$ cat src/sv/jac_pkg.sv
// shared types, constants and root table for the joystick axis conditioner
package jac_pkg;

   localparam int FRAC_BITS = 12;
   localparam int ONE_Q     = 1 << FRAC_BITS;
   localparam int HALF_Q    = 1 << (FRAC_BITS - 1);
   localparam int WQ        = 30;

   typedef enum logic [2:0] {
      REG_ADC_FULL_SCALE  = 3'd0,
      REG_SCREEN_WIDTH    = 3'd1,
      REG_SCREEN_HEIGHT   = 3'd2,
      REG_CURVE_EXPONENT  = 3'd3,
      REG_SMOOTH_WEIGHT   = 3'd4,
      REG_DEAD_ZONE_WIDTH = 3'd5
   } reg_index_type;

   typedef enum logic [3:0] {
      ST_IDLE,
      ST_DIV,
      ST_SHAPE,
      ST_SQ_M,
      ST_SQ_W,
      ST_NE_M,
      ST_NE_W,
      ST_EX_M,
      ST_EX_W,
      ST_MAG,
      ST_SCL_M,
      ST_SCL_W,
      ST_SM1_M,
      ST_SM2_M,
      ST_SM_W,
      ST_FIN
   } state_type;

   typedef logic [31:0] root_tab_type [16];

   function automatic logic [63:0] isqrt64(logic [63:0] v);
      logic [63:0] res;
      logic [63:0] bitv;
      logic [63:0] rem;
      res  = '0;
      bitv = 64'd1 << 62;
      rem  = v;
      for (int i = 0; i < 32; i++) begin
         if (rem >= res + bitv) begin
            rem = rem - (res + bitv);
            res = (res >> 1) + bitv;
         end else begin
            res = res >> 1;
         end
         bitv = bitv >> 2;
      end
      return res;
   endfunction

   // 2^(2^-k) in Q30 for k = 1..16, each the floor root of the one before
   function automatic root_tab_type root_table();
      root_tab_type tab;
      logic [63:0] r;
      r = 64'd1 << (WQ + 1);
      for (int k = 0; k < 16; k++) begin
         r = isqrt64(r << WQ);
         tab[k] = r[31:0];
      end
      return tab;
   endfunction

   localparam root_tab_type ROOT_TAB = root_table();

endpackage

$ cat src/sv/joystick_axis_conditioner.sv
// joystick axis conditioner: normalize, centre, dead zone, power curve, scale, smooth
// a recalibrate word is taken in idle and gives no result; a zero full scale goes
// straight to the finish state; a sample runs each axis through divider, shaping,
// power curve, scaling and smoothing, skipping the divider, curve or smoothing on
// the fast paths, before the finish state offers its result.
// one word at a time; the work is set by the shared 32x32 multiplier,
// which runs 16 squarings and 16 root products per axis, plus a 12-step divider.
// reset (synchronous): registers to defaults, calibration and history cleared.
module joystick_axis_conditioner
   import jac_pkg::*;
(
   input  logic        clock,
   input  logic        reset,
   input  logic        req_tvalid,
   output logic        req_tready,
   input  logic [23:0] req_tdata,   // raw_x[11:0], raw_y[23:12]
   input  logic        req_tuser,   // kind
   output logic        rsp_tvalid,
   input  logic        rsp_tready,
   output logic [39:0] rsp_tdata,   // pos_x[19:0], pos_y[39:20]
   input  logic        csr_we,
   input  logic [2:0]  csr_index,
   input  logic [13:0] csr_wdata
);

   // configuration
   logic [11:0] afs_ff, span_w_ff, span_h_ff;
   logic [10:0] exp_ff;
   logic [7:0]  wgt_ff;
   logic [13:0] dz_ff;

   // persistent state
   logic               cal_ff, cal_in;
   logic signed [13:0] offx_ff, offx_in, offy_ff, offy_in;
   logic               hp_ff, hp_in;
   logic [19:0]        prevx_ff, prevx_in, prevy_ff, prevy_in;

   // sequencer
   state_type   state_ff, state_in;
   logic        axis_ff, axis_in;
   logic [3:0]  cnt_ff, cnt_in;
   logic        calnow_ff, calnow_in;
   logic        zero_ff, zero_in;
   logic [11:0] rawx_ff, rawx_in, rawy_ff, rawy_in;
   logic [12:0] rem_ff, rem_in;
   logic [11:0] quo_ff, quo_in;
   logic [12:0] norm_ff, norm_in;
   logic [12:0] m_ff, m_in;
   logic        dpos_ff, dpos_in;
   logic [3:0]  p_ff, p_in;
   logic [31:0] x_ff, x_in;
   logic [15:0] frac_ff, frac_in;
   logic [15:0] g_ff, g_in;
   logic [5:0]  ip_ff, ip_in;
   logic [31:0] y_ff, y_in;
   logic [12:0] mag_ff, mag_in;
   logic [19:0] t_ff, t_in;
   logic [28:0] acc_ff, acc_in;
   logic [19:0] posx_ff, posx_in, posy_ff, posy_in;
   logic [63:0] prod_ff;
   logic [31:0] mul_a, mul_b;
   logic        rsp_valid_ff, rsp_valid_in;
   logic [39:0] rsp_data_ff, rsp_data_in;

   // combinational helpers
   logic [11:0]        raw_cur, span_cur;
   logic signed [13:0] off_cur;
   logic [12:0]        rem_src, rem2;
   logic               ge;
   logic signed [14:0] adj, d;
   logic [12:0]        twod;
   logic               dz_hit;
   logic [10:0]        e_cl;
   logic [7:0]         w_cl;
   logic [3:0]         p_v;
   logic [31:0]        xs;
   logic [19:0]        n_v;
   logic [21:0]        ne;
   logic [43:0]        val;
   logic [13:0]        c2;
   logic [28:0]        sum;
   logic [19:0]        prev_cur;

   assign req_tready = (state_ff == ST_IDLE);
   assign rsp_tvalid = rsp_valid_ff;
   assign rsp_tdata  = rsp_data_ff;

   always_ff @(posedge clock) begin
      if (reset) begin
         afs_ff    <= 12'd4095;
         span_w_ff <= 12'd800;
         span_h_ff <= 12'd600;
         exp_ff    <= 11'd256;
         wgt_ff    <= 8'd0;
         dz_ff     <= 14'd0;
      end else if (csr_we) begin
         unique case (csr_index)
            REG_ADC_FULL_SCALE:  afs_ff    <= csr_wdata[11:0];
            REG_SCREEN_WIDTH:    span_w_ff <= csr_wdata[11:0];
            REG_SCREEN_HEIGHT:   span_h_ff <= csr_wdata[11:0];
            REG_CURVE_EXPONENT:  exp_ff    <= csr_wdata[10:0];
            REG_SMOOTH_WEIGHT:   wgt_ff    <= csr_wdata[7:0];
            REG_DEAD_ZONE_WIDTH: dz_ff     <= csr_wdata;
            default: ;
         endcase
      end
   end

   always_ff @(posedge clock) begin
      if (reset) begin
         state_ff     <= ST_IDLE;
         cal_ff       <= 1'b0;
         offx_ff      <= '0;
         offy_ff      <= '0;
         hp_ff        <= 1'b0;
         prevx_ff     <= '0;
         prevy_ff     <= '0;
         rsp_valid_ff <= 1'b0;
      end else begin
         state_ff     <= state_in;
         cal_ff       <= cal_in;
         offx_ff      <= offx_in;
         offy_ff      <= offy_in;
         hp_ff        <= hp_in;
         prevx_ff     <= prevx_in;
         prevy_ff     <= prevy_in;
         rsp_valid_ff <= rsp_valid_in;
      end
   end

   always_ff @(posedge clock) begin
      axis_ff     <= axis_in;
      cnt_ff      <= cnt_in;
      calnow_ff   <= calnow_in;
      zero_ff     <= zero_in;
      rawx_ff     <= rawx_in;
      rawy_ff     <= rawy_in;
      rem_ff      <= rem_in;
      quo_ff      <= quo_in;
      norm_ff     <= norm_in;
      m_ff        <= m_in;
      dpos_ff     <= dpos_in;
      p_ff        <= p_in;
      x_ff        <= x_in;
      frac_ff     <= frac_in;
      g_ff        <= g_in;
      ip_ff       <= ip_in;
      y_ff        <= y_in;
      mag_ff      <= mag_in;
      t_ff        <= t_in;
      acc_ff      <= acc_in;
      posx_ff     <= posx_in;
      posy_ff     <= posy_in;
      rsp_data_ff <= rsp_data_in;
      // shared multiplier, product registered
      prod_ff     <= 64'(mul_a) * 64'(mul_b);
   end

   always_comb begin
      state_in     = state_ff;
      cal_in       = cal_ff;
      offx_in      = offx_ff;
      offy_in      = offy_ff;
      hp_in        = hp_ff;
      prevx_in     = prevx_ff;
      prevy_in     = prevy_ff;
      rsp_valid_in = rsp_valid_ff;
      rsp_data_in  = rsp_data_ff;
      axis_in      = axis_ff;
      cnt_in       = cnt_ff;
      calnow_in    = calnow_ff;
      zero_in      = zero_ff;
      rawx_in      = rawx_ff;
      rawy_in      = rawy_ff;
      rem_in       = rem_ff;
      quo_in       = quo_ff;
      norm_in      = norm_ff;
      m_in         = m_ff;
      dpos_in      = dpos_ff;
      p_in         = p_ff;
      x_in         = x_ff;
      frac_in      = frac_ff;
      g_in         = g_ff;
      ip_in        = ip_ff;
      y_in         = y_ff;
      mag_in       = mag_ff;
      t_in         = t_ff;
      acc_in       = acc_ff;
      posx_in      = posx_ff;
      posy_in      = posy_ff;
      mul_a        = '0;
      mul_b        = '0;

      raw_cur  = axis_ff ? rawy_ff : rawx_ff;
      span_cur = axis_ff ? span_h_ff : span_w_ff;
      off_cur  = axis_ff ? offy_ff : offx_ff;
      prev_cur = axis_ff ? prevy_ff : prevx_ff;
      e_cl     = (exp_ff < 11'd256) ? 11'd256 : ((exp_ff > 11'd1024) ? 11'd1024 : exp_ff);
      w_cl     = (wgt_ff > 8'd243) ? 8'd243 : wgt_ff;

      rem_src = (cnt_ff == 4'd0) ? {1'b0, raw_cur} : rem_ff;
      rem2    = {rem_src[11:0], 1'b0};
      ge      = (rem2 >= {1'b0, afs_ff});

      if (calnow_ff) begin
         off_cur = 14'(HALF_Q) - $signed({1'b0, norm_ff});
      end
      adj = 15'(off_cur) + $signed({2'b0, norm_ff});
      if (adj < 0) begin
         adj = '0;
      end else if (adj > 15'(ONE_Q)) begin
         adj = 15'(ONE_Q);
      end
      d      = adj - 15'(HALF_Q);
      twod   = d[14] ? 13'(-(d <<< 1)) : 13'(d <<< 1);
      dz_hit = ({1'b0, twod} < dz_ff);

      // leading one of the magnitude about to be taken
      p_v = '0;
      for (int i = 0; i < 12; i++) begin
         if (!dz_hit && twod[i]) begin
            p_v = 4'(i);
         end
      end

      xs  = prod_ff[61:30];
      n_v = (20'(4'd12 - p_ff) << 16) - 20'(frac_ff);
      ne  = prod_ff[29:8];
      val = {y_ff, 12'b0} >> (7'd30 + 7'(ip_ff));
      c2  = dpos_ff ? 14'(ONE_Q) + 14'(mag_ff) : 14'(ONE_Q) - 14'(mag_ff);
      sum = acc_ff + prod_ff[28:0];

      unique case (state_ff)
         ST_IDLE: begin
            if (req_tvalid) begin
               if (req_tuser) begin
                  cal_in   = 1'b0;
                  hp_in    = 1'b0;
                  offx_in  = '0;
                  offy_in  = '0;
                  prevx_in = '0;
                  prevy_in = '0;
               end else if (afs_ff == 12'd0) begin
                  zero_in  = 1'b1;
                  posx_in  = '0;
                  posy_in  = '0;
                  state_in = ST_FIN;
               end else begin
                  zero_in   = 1'b0;
                  calnow_in = !cal_ff;
                  cal_in    = 1'b1;
                  rawx_in   = req_tdata[11:0];
                  rawy_in   = req_tdata[23:12];
                  axis_in   = 1'b0;
                  cnt_in    = '0;
                  state_in  = ST_DIV;
               end
            end
         end
         ST_DIV: begin
            if (cnt_ff == 4'd0 && raw_cur >= afs_ff) begin
               norm_in  = 13'(ONE_Q);
               state_in = ST_SHAPE;
            end else begin
               rem_in = ge ? rem2 - {1'b0, afs_ff} : rem2;
               quo_in = {quo_ff[10:0], ge};
               cnt_in = cnt_ff + 4'd1;
               if (cnt_ff == 4'd11) begin
                  norm_in  = {1'b0, quo_ff[10:0], ge};
                  state_in = ST_SHAPE;
               end
            end
         end
         ST_SHAPE: begin
            if (calnow_ff) begin
               if (axis_ff) offy_in = off_cur;
               else         offx_in = off_cur;
            end
            m_in    = dz_hit ? 13'd0 : twod;
            dpos_in = dz_hit | !d[14];
            p_in    = p_v;
            x_in    = 32'(m_in[11:0]) << (5'd30 - 5'(p_v));
            frac_in = '0;
            cnt_in  = '0;
            if (m_in == 13'd0) begin
               mag_in   = '0;
               state_in = ST_SCL_M;
            end else if (m_in[12]) begin
               mag_in   = 13'(ONE_Q);
               state_in = ST_SCL_M;
            end else if (e_cl == 11'd256) begin
               mag_in   = m_in;
               state_in = ST_SCL_M;
            end else begin
               state_in = ST_SQ_M;
            end
         end
         ST_SQ_M: begin
            mul_a    = x_ff;
            mul_b    = x_ff;
            state_in = ST_SQ_W;
         end
         ST_SQ_W: begin
            // log2 fraction bit by repeated squaring
            if (xs[31]) begin
               frac_in = frac_ff | (16'h8000 >> cnt_ff);
               x_in    = xs >> 1;
            end else begin
               x_in = xs;
            end
            cnt_in   = cnt_ff + 4'd1;
            state_in = (cnt_ff == 4'd15) ? ST_NE_M : ST_SQ_M;
         end
         ST_NE_M: begin
            mul_a    = 32'(n_v);
            mul_b    = 32'(e_cl);
            state_in = ST_NE_W;
         end
         ST_NE_W: begin
            if (ne[15:0] != 16'd0) begin
               ip_in = ne[21:16] + 6'd1;
               g_in  = 16'd0 - ne[15:0];
            end else begin
               ip_in = ne[21:16];
               g_in  = '0;
            end
            y_in     = 32'd1 << WQ;
            cnt_in   = '0;
            state_in = ST_EX_M;
         end
         ST_EX_M: begin
            mul_a    = y_ff;
            mul_b    = g_ff[4'd15 - cnt_ff] ? ROOT_TAB[cnt_ff] : (32'd1 << WQ);
            state_in = ST_EX_W;
         end
         ST_EX_W: begin
            y_in     = prod_ff[61:30];
            cnt_in   = cnt_ff + 4'd1;
            state_in = (cnt_ff == 4'd15) ? ST_MAG : ST_EX_M;
         end
         ST_MAG: begin
            mag_in   = (val > 44'(ONE_Q)) ? 13'(ONE_Q) : val[12:0];
            state_in = ST_SCL_M;
         end
         ST_SCL_M: begin
            mul_a    = 32'(c2);
            mul_b    = 32'(span_cur);
            state_in = ST_SCL_W;
         end
         ST_SCL_W: begin
            t_in = prod_ff[24:5];
            if (hp_ff && !calnow_ff) begin
               state_in = ST_SM1_M;
            end else begin
               if (axis_ff) posy_in = prod_ff[24:5];
               else         posx_in = prod_ff[24:5];
               axis_in  = 1'b1;
               cnt_in   = '0;
               state_in = axis_ff ? ST_FIN : ST_DIV;
            end
         end
         ST_SM1_M: begin
            mul_a    = 32'(9'd256 - 9'(w_cl));
            mul_b    = 32'(prev_cur);
            state_in = ST_SM2_M;
         end
         ST_SM2_M: begin
            acc_in   = prod_ff[28:0];
            mul_a    = 32'(w_cl);
            mul_b    = 32'(t_ff);
            state_in = ST_SM_W;
         end
         ST_SM_W: begin
            if (axis_ff) posy_in = sum[27:8];
            else         posx_in = sum[27:8];
            axis_in  = 1'b1;
            cnt_in   = '0;
            state_in = axis_ff ? ST_FIN : ST_DIV;
         end
         ST_FIN: begin
            if (!rsp_valid_ff || rsp_tready) begin
               rsp_valid_in = 1'b1;
               rsp_data_in  = {posy_ff, posx_ff};
               if (!zero_ff) begin
                  prevx_in = posx_ff;
                  prevy_in = posy_ff;
                  hp_in    = 1'b1;
               end
               state_in = ST_IDLE;
            end
         end
         default: state_in = ST_IDLE;
      endcase

      if (rsp_valid_ff && rsp_tready && state_ff != ST_FIN) begin
         rsp_valid_in = 1'b0;
      end
   end

endmodule

$ cat config.mk
export PLATFORM = sky130hd
export DESIGN_NAME = joystick_axis_conditioner
export DESIGN_NICKNAME = d
export VERILOG_FILES = /design/src/sv/jac_pkg.sv /design/src/sv/joystick_axis_conditioner.sv
export SDC_FILE = /design/constraint.sdc
export NUM_CORES = 2
export LEC_CHECK = 0
export ABC_AREA = 1
export BUFFER_PORTS_ARGS = -buffer_cell sky130_fd_sc_hd__clkbuf_2
export CELL_PAD_IN_SITES_DETAIL_PLACEMENT = 1
export CELL_PAD_IN_SITES_GLOBAL_PLACEMENT = 1
export CORE_ASPECT_RATIO = 0.6
export CORE_MARGIN = 2
export CORE_UTILIZATION = 50
export DETAILED_ROUTE_END_ITERATION = 7
export PLACE_DENSITY = 0.91
export SYNTH_ARGS = -nofsm -noshare
export SYNTH_HDL_FRONTEND = slang
export SYNTH_SLANG_ARGS = --single-unit
$ cat constraint.sdc
create_clock -name clock -period 23.7 [get_ports clock]
set_input_delay 1.185 -clock clock [delete_from_list [all_inputs] [get_ports clock]]
set_output_delay 1.185 -clock clock [all_outputs]
set_load 0.1 [all_outputs]
# Yosys cells after proc, flatten, opt, wreduce, memory -nomap -nowiden
# Memory sizes are Yosys's and may differ from the RTL's.
# Index checks and enable logic that the tools add are counted.
[totals]
mem_count = 1
ramBits = 0
output_inout_bits = 42
latchBits = 0
wordCells = 286
rom_bits = 512
register_bits = 521
[memory_table]
columns = ["name", "depth", "word_bits", "read_ports", "rd_clocked_by_memory_dff", "write_ports", "line", "text"]
rows = [
  ["(no name shown)", 16, 32, 1, 0, 0, "joystick_axis_conditioner.sv:333", "mul_b = g_ff[4'd15 - cnt_ff] ? ROOT_TAB[cnt_ff] : (32'd1 << WQ);"],
]
[classes]
n_reduce_logical = 60
mul = 1
n_mux = 105
n_addsub = 17
n_eq_ne = 44
order_cmp = 11
n_div = 0
n_shift = 3
bitwise = 6
[ops]
columns = ["cell", "count"]
rows = [
  ["$pmux W32 S6", 2],
  ["$mux W20", 16],
  ["$pmux W32 S2", 2],
  ["$mux W14", 9],
  ["$pmux W20 S3", 2],
  ["$mux W4", 27],
  ["$mux W32", 3],
  ["$mux W13", 7],
  ["$pmux W20 S2", 2],
  ["$pmux W4 S16", 1],
  ["$mul A32 B32 Y62", 1],
  ["$pmux W14 S2", 2],
  ["$mux W12", 4],
  ["$gt A44 B13 Y1 const B", 1],
  ["$shr A44 B7 Y44", 1],
  ["$eq A4 B4 Y1 const B", 10],
  ["$ne A2 B2 Y1 const B", 16],
  ["$pmux W16 S2", 1],
  ["$shl A12 B5 Y32", 1],
  ["$mux W31", 1],
  ["$mux W15", 2],
  ["$add A28 B28 Y28", 1],
  ["$pmux W13 S2", 1],
  ["$mux W11", 2],
  ["68 further kinds", 132],
]

# Depth between registers and ports, before layout
[logic_depth]
depth_word = 26
depth_mapped = 66

# Worst setup path after synthesis
# No wires, ideal clock.
[synth_timing]
path_type = "register to register"
from = "register frac_ff[0]"
to = "register prod_ff[58]"
period_less_slack_ps = 9243
required_time_ps = 23577
path_stages_with_launch = 56
setup_slack_ps = 14457
arrival_ps = 9120
cell_sequence = "edfxtp_1 > inv_1 > ha_1 > inv_1 > nor2_1 > inv_1 > nor2_1 > inv_1 > nor2_1 > inv_1 > nor2_1 > inv_1 > nor2_1 > inv_1 > nor2_1 > inv_1 > nor2_1 > nand3_1 > (+20 left out) > fa_1 > ha_1 > nand2_1 > nor2_1 > nand4_1 > o21ai_0 > a21oi_1 > o31ai_1 > nand2_1 > nand2_1 > nand2_1 > nand2_1 > nand2_1 > o2111ai_1 > nand3_1 > o211ai_1 > a21oi_1 > xor2_1"
[synth_via]
elab_chain_len = 3
[synth_lines]
columns = ["element", "line", "text"]
rows = [
  ["start, declared", "joystick_axis_conditioner.sv:52", "logic [15:0] frac_ff, frac_in;"],
  ["start signal, assigned", "joystick_axis_conditioner.sv:145", "frac_ff <= frac_in;"],
  ["$sub A20 B16 Y20", "joystick_axis_conditioner.sv:227", "n_v = (20'(4'd12 - p_ff) << 16) - 20'(frac_ff);"],
  ["$pmux W32 S6", "joystick_axis_conditioner.sv:233", "unique case (state_ff)"],
  ["$mul A32 B32 Y62", "joystick_axis_conditioner.sv:156", "prod_ff <= 64'(mul_a) * 64'(mul_b);"],
  ["end signal, assigned", "joystick_axis_conditioner.sv:156", ""],
  ["end, declared", "joystick_axis_conditioner.sv:60", "logic [63:0] prod_ff;"],
]
# No other way between the ends.
# A chain may end at the register's enable or synchronous reset.

# Worst setup path after layout
[layout_timing]
from = "register cnt_ff[2]"
to = "register prod_ff[61]"
[layout_via]
elab_chain_len = 7
elab_cells_between_ends = 10
cone_classes = "1 x add/sub; 1 x mul; 6 x mux; 1 x bitwise; 1 x memory"
[layout_lines]
columns = ["element", "line", "text"]
rows = [
  ["start, declared", "joystick_axis_conditioner.sv:41", "logic [3:0] cnt_ff, cnt_in;"],
  ["start signal, assigned", "joystick_axis_conditioner.sv:133", "cnt_ff <= cnt_in;"],
  ["parallel branches: the longest is 4 deep, another holds $sub A4 B4 Y4", "-", ""],
  ["$mux W32 *", "joystick_axis_conditioner.sv:333", ""],
  ["$pmux W32 S6 *", "joystick_axis_conditioner.sv:233", ""],
  ["$mul A32 B32 Y62 *", "joystick_axis_conditioner.sv:156", ""],
]
# Mark *: on every way between the ends. The select of a mux whose other input is x is not followed.

==> metrics.txt <==
grt ovf=0; hold buffer count at cts=0; VDD IR max=0.1765 mV; post-synthesis sequential area ratio=23.22%; # setup viols final=0; Yosys reg bits=521; final worst-path cycle share=52.90%; Post-Syn Area per Cell=8.281 sq um; Top FF cell, synth=edfxtp_1; PortBufs=88; max incr delay on CP=0.82 ns; die width=445.6 um; DRC viols=0; crit path launch type=register; setup slack at placement=11.62 ns; first-pass GRT wire length=369.9 mm; final net count=8326; DP HPWL=198.0 mm; Synth Instances=7064; minimum clock period=12.54 ns; GPL Wtd Cong=1.039; Slew headroom=11.84%; final instance area=0.06234 sq mm; DRT antenna net count=0; Die H=268.9 um; CTS Buffer Depth=3; Layout area overhead=6.577%; Total Routing Usage GR=42.60%; Vias=52186; Mapped Nets=8355; Starting Density=50.26%; postcts setup bufs=0; Ys Warns=0; crit path max fanout=24; status=completed; Crit path max-delay family=adder cells; total iterations of the first detailed-routing run=5; vias in the first global route=55581; DRT Wirelength=253.3 mm; routed len/inst=29.42 um; I/O Pins=89; max_cap viols=0; CP bufs+invs=11; number of flops mapped to enable cells by yosys=315; Slew @ Worst Pin=1.309 ns; Critical Path Most Common Cell=inv_1; initial antenna violation count=23; Clock transition at path regs=0.07 ns; WP data arrival=13.06 ns; Core ar.=0.1164 sq mm; placed inst area=0.06083 sq mm; synth unique cells=66; CP max stage cell=nor2_1; Worst setup EP type=register; Max Clk Rate=79.77 MHz; critical path class=reg -> reg; Slew Limit Fails=0; mapped cell area=0.05850 sq mm; 1st-iter DRT viols=6683; PD cells=83.62 mW/mm^2; clock buffer count from CTS=45; clock sink count=521; TNS Setup=0 ns; Tightest Hold Check Type=reg -> reg; Worst Skew=0.05275 ns; share of layout cells above drive strength 1=5.699%; Crit path required time=24.22 ns; largest net degree at the start of global routing=84; count of final hold-check violations=0; cts repair resizes=0; Worst-Skew Late Latency=0.65 ns; Avg Vias per Cell=6.060; asr flop ratio synth=0%; CTS tree=built; CTS Root Cell=clkbuf_16; Rows=97; min setup slack post-route=11.16 ns; # H-tree levels=2; die area=0.1198 sq mm; Leak Pwr=30.22 nW; RSZ-0062 raised after global routing=false
state kept, by name, summed over array words and instances (netlist names), 28 cells and up:
register	count
prod_ff	62
x_ff	32
rsp_tdata	40
y_ff	32
acc_ff	28
placed cells by master (no fill, tap or decap), types with 17 or more instances in the layout:
cell,synthesis,final
nand3_1,165,165
xnor2_1,39,39
inv_1,1501,1499
nand2_2,21,30
o21ai_2,3,17
o22ai_1,23,23
a21oi_1,310,309
o211ai_1,30,30
clkinv_2,1,17
nand4_1,37,37
edfxtp_1,315,315
nor2_1,673,662
ha_1,347,347
dfxtp_1,206,205
clkinv_1,19,17
fa_1,897,897
clkbuf_16,0,48
o21ai_0,248,243
nand2_1,1612,1603
nor3_1,35,33
buf_4,1,113
a31oi_1,31,31
xor2_1,60,60
clkbuf_2,0,88
Yosys cell counts (all sizes together) (38+ instances only):
cell    number  area, sq um
nand2     1642         6284
inv       1512         5680
fa         897        17960
nor2       682         2596
ha         347         4342
a21oi      315         1595
edfxtp     315         9459
o21ai      274         1383
clkbuf     243        912.1
dfxtp      206         4124
nand3      172        895.9
xor2        60        525.5
xnor2       39        341.6
nand4       38        244.0
worst register-to-register path: cells and delay by family (launching register included):
kind / cells / cell delay [ns]
AO/OA/AOI/OAI: 14 / 3.29
flip-flops: 1 / 0.80
XOR/XNOR: 1 / 0.16
AND/OR/NAND/NOR: 10 / 2.28
adder cells (fa/ha/maj): 9 / 3.52
buffers and inverters: 11 / 2.37
kinds of logic after synthesis:
kind of cell / synth area share [%]
fa+ha+maj: 38.12
mux: 0.08770
simple gates: 17.81
compound gates: 7.587
buf+inv: 11.69
xor+xnor: 1.482
flops: 23.22
final cells by class:
cell class,count,area [sq um]
diodes,5,12.51
clock buffers,61,1310
clock inverters,23,187.7
fillers,13977,54050
inverters,1533,5766
multi-input cells,4733,38280
flip-flops and latches,521,13580
well taps,1534,1919
repair buffers,201,1289
final timing paths:
kind,from,endpoint,slack (ns),cells after the start
setup / recovery,cnt_ff[2],prod_ff[61],11.16,45
hold / removal,prod_ff[2],acc_ff[2],0.45,0
setup reg to reg,cnt_ff[2],prod_ff[61],11.16,45
hold reg to reg,prod_ff[2],acc_ff[2],0.45,0
per-stage QoR:
stage | power, W | std cells | hold slack (ns) | utilization [%]
floorplan | 0.003100 | 7064 | 0.4086 | -
global placement | 0.004126 | 8522 | 0.4216 | 52.27
detailed placement | 0.004241 | 8522 | 0.4368 | 52.27
CTS | 0.005040 | 8606 | 0.4485 | 53.55
global route | 0.005418 | 8606 | 0.4574 | 53.55
finish | 0.005213 | 8611 | 0.4503 | 53.57
where the power goes:
part / switching (W) / internal, W / total, W
Sequential: 0.000158 / 0.00122 / 0.00138
Clock: 0.000392 / 0.000396 / 0.000788
Combinational: 0.00232 / 0.000729 / 0.00305
Total: 0.00287 / 0.00235 / 0.00521
per-layer routing:
layer	wire length, um	global-route usage [%]
met1	101600	59.23
met3	44210	21.23
met2	97420	57.35
met4	9536	13.15
met5	529	1.548
Power figures use the tool's default switching activity.
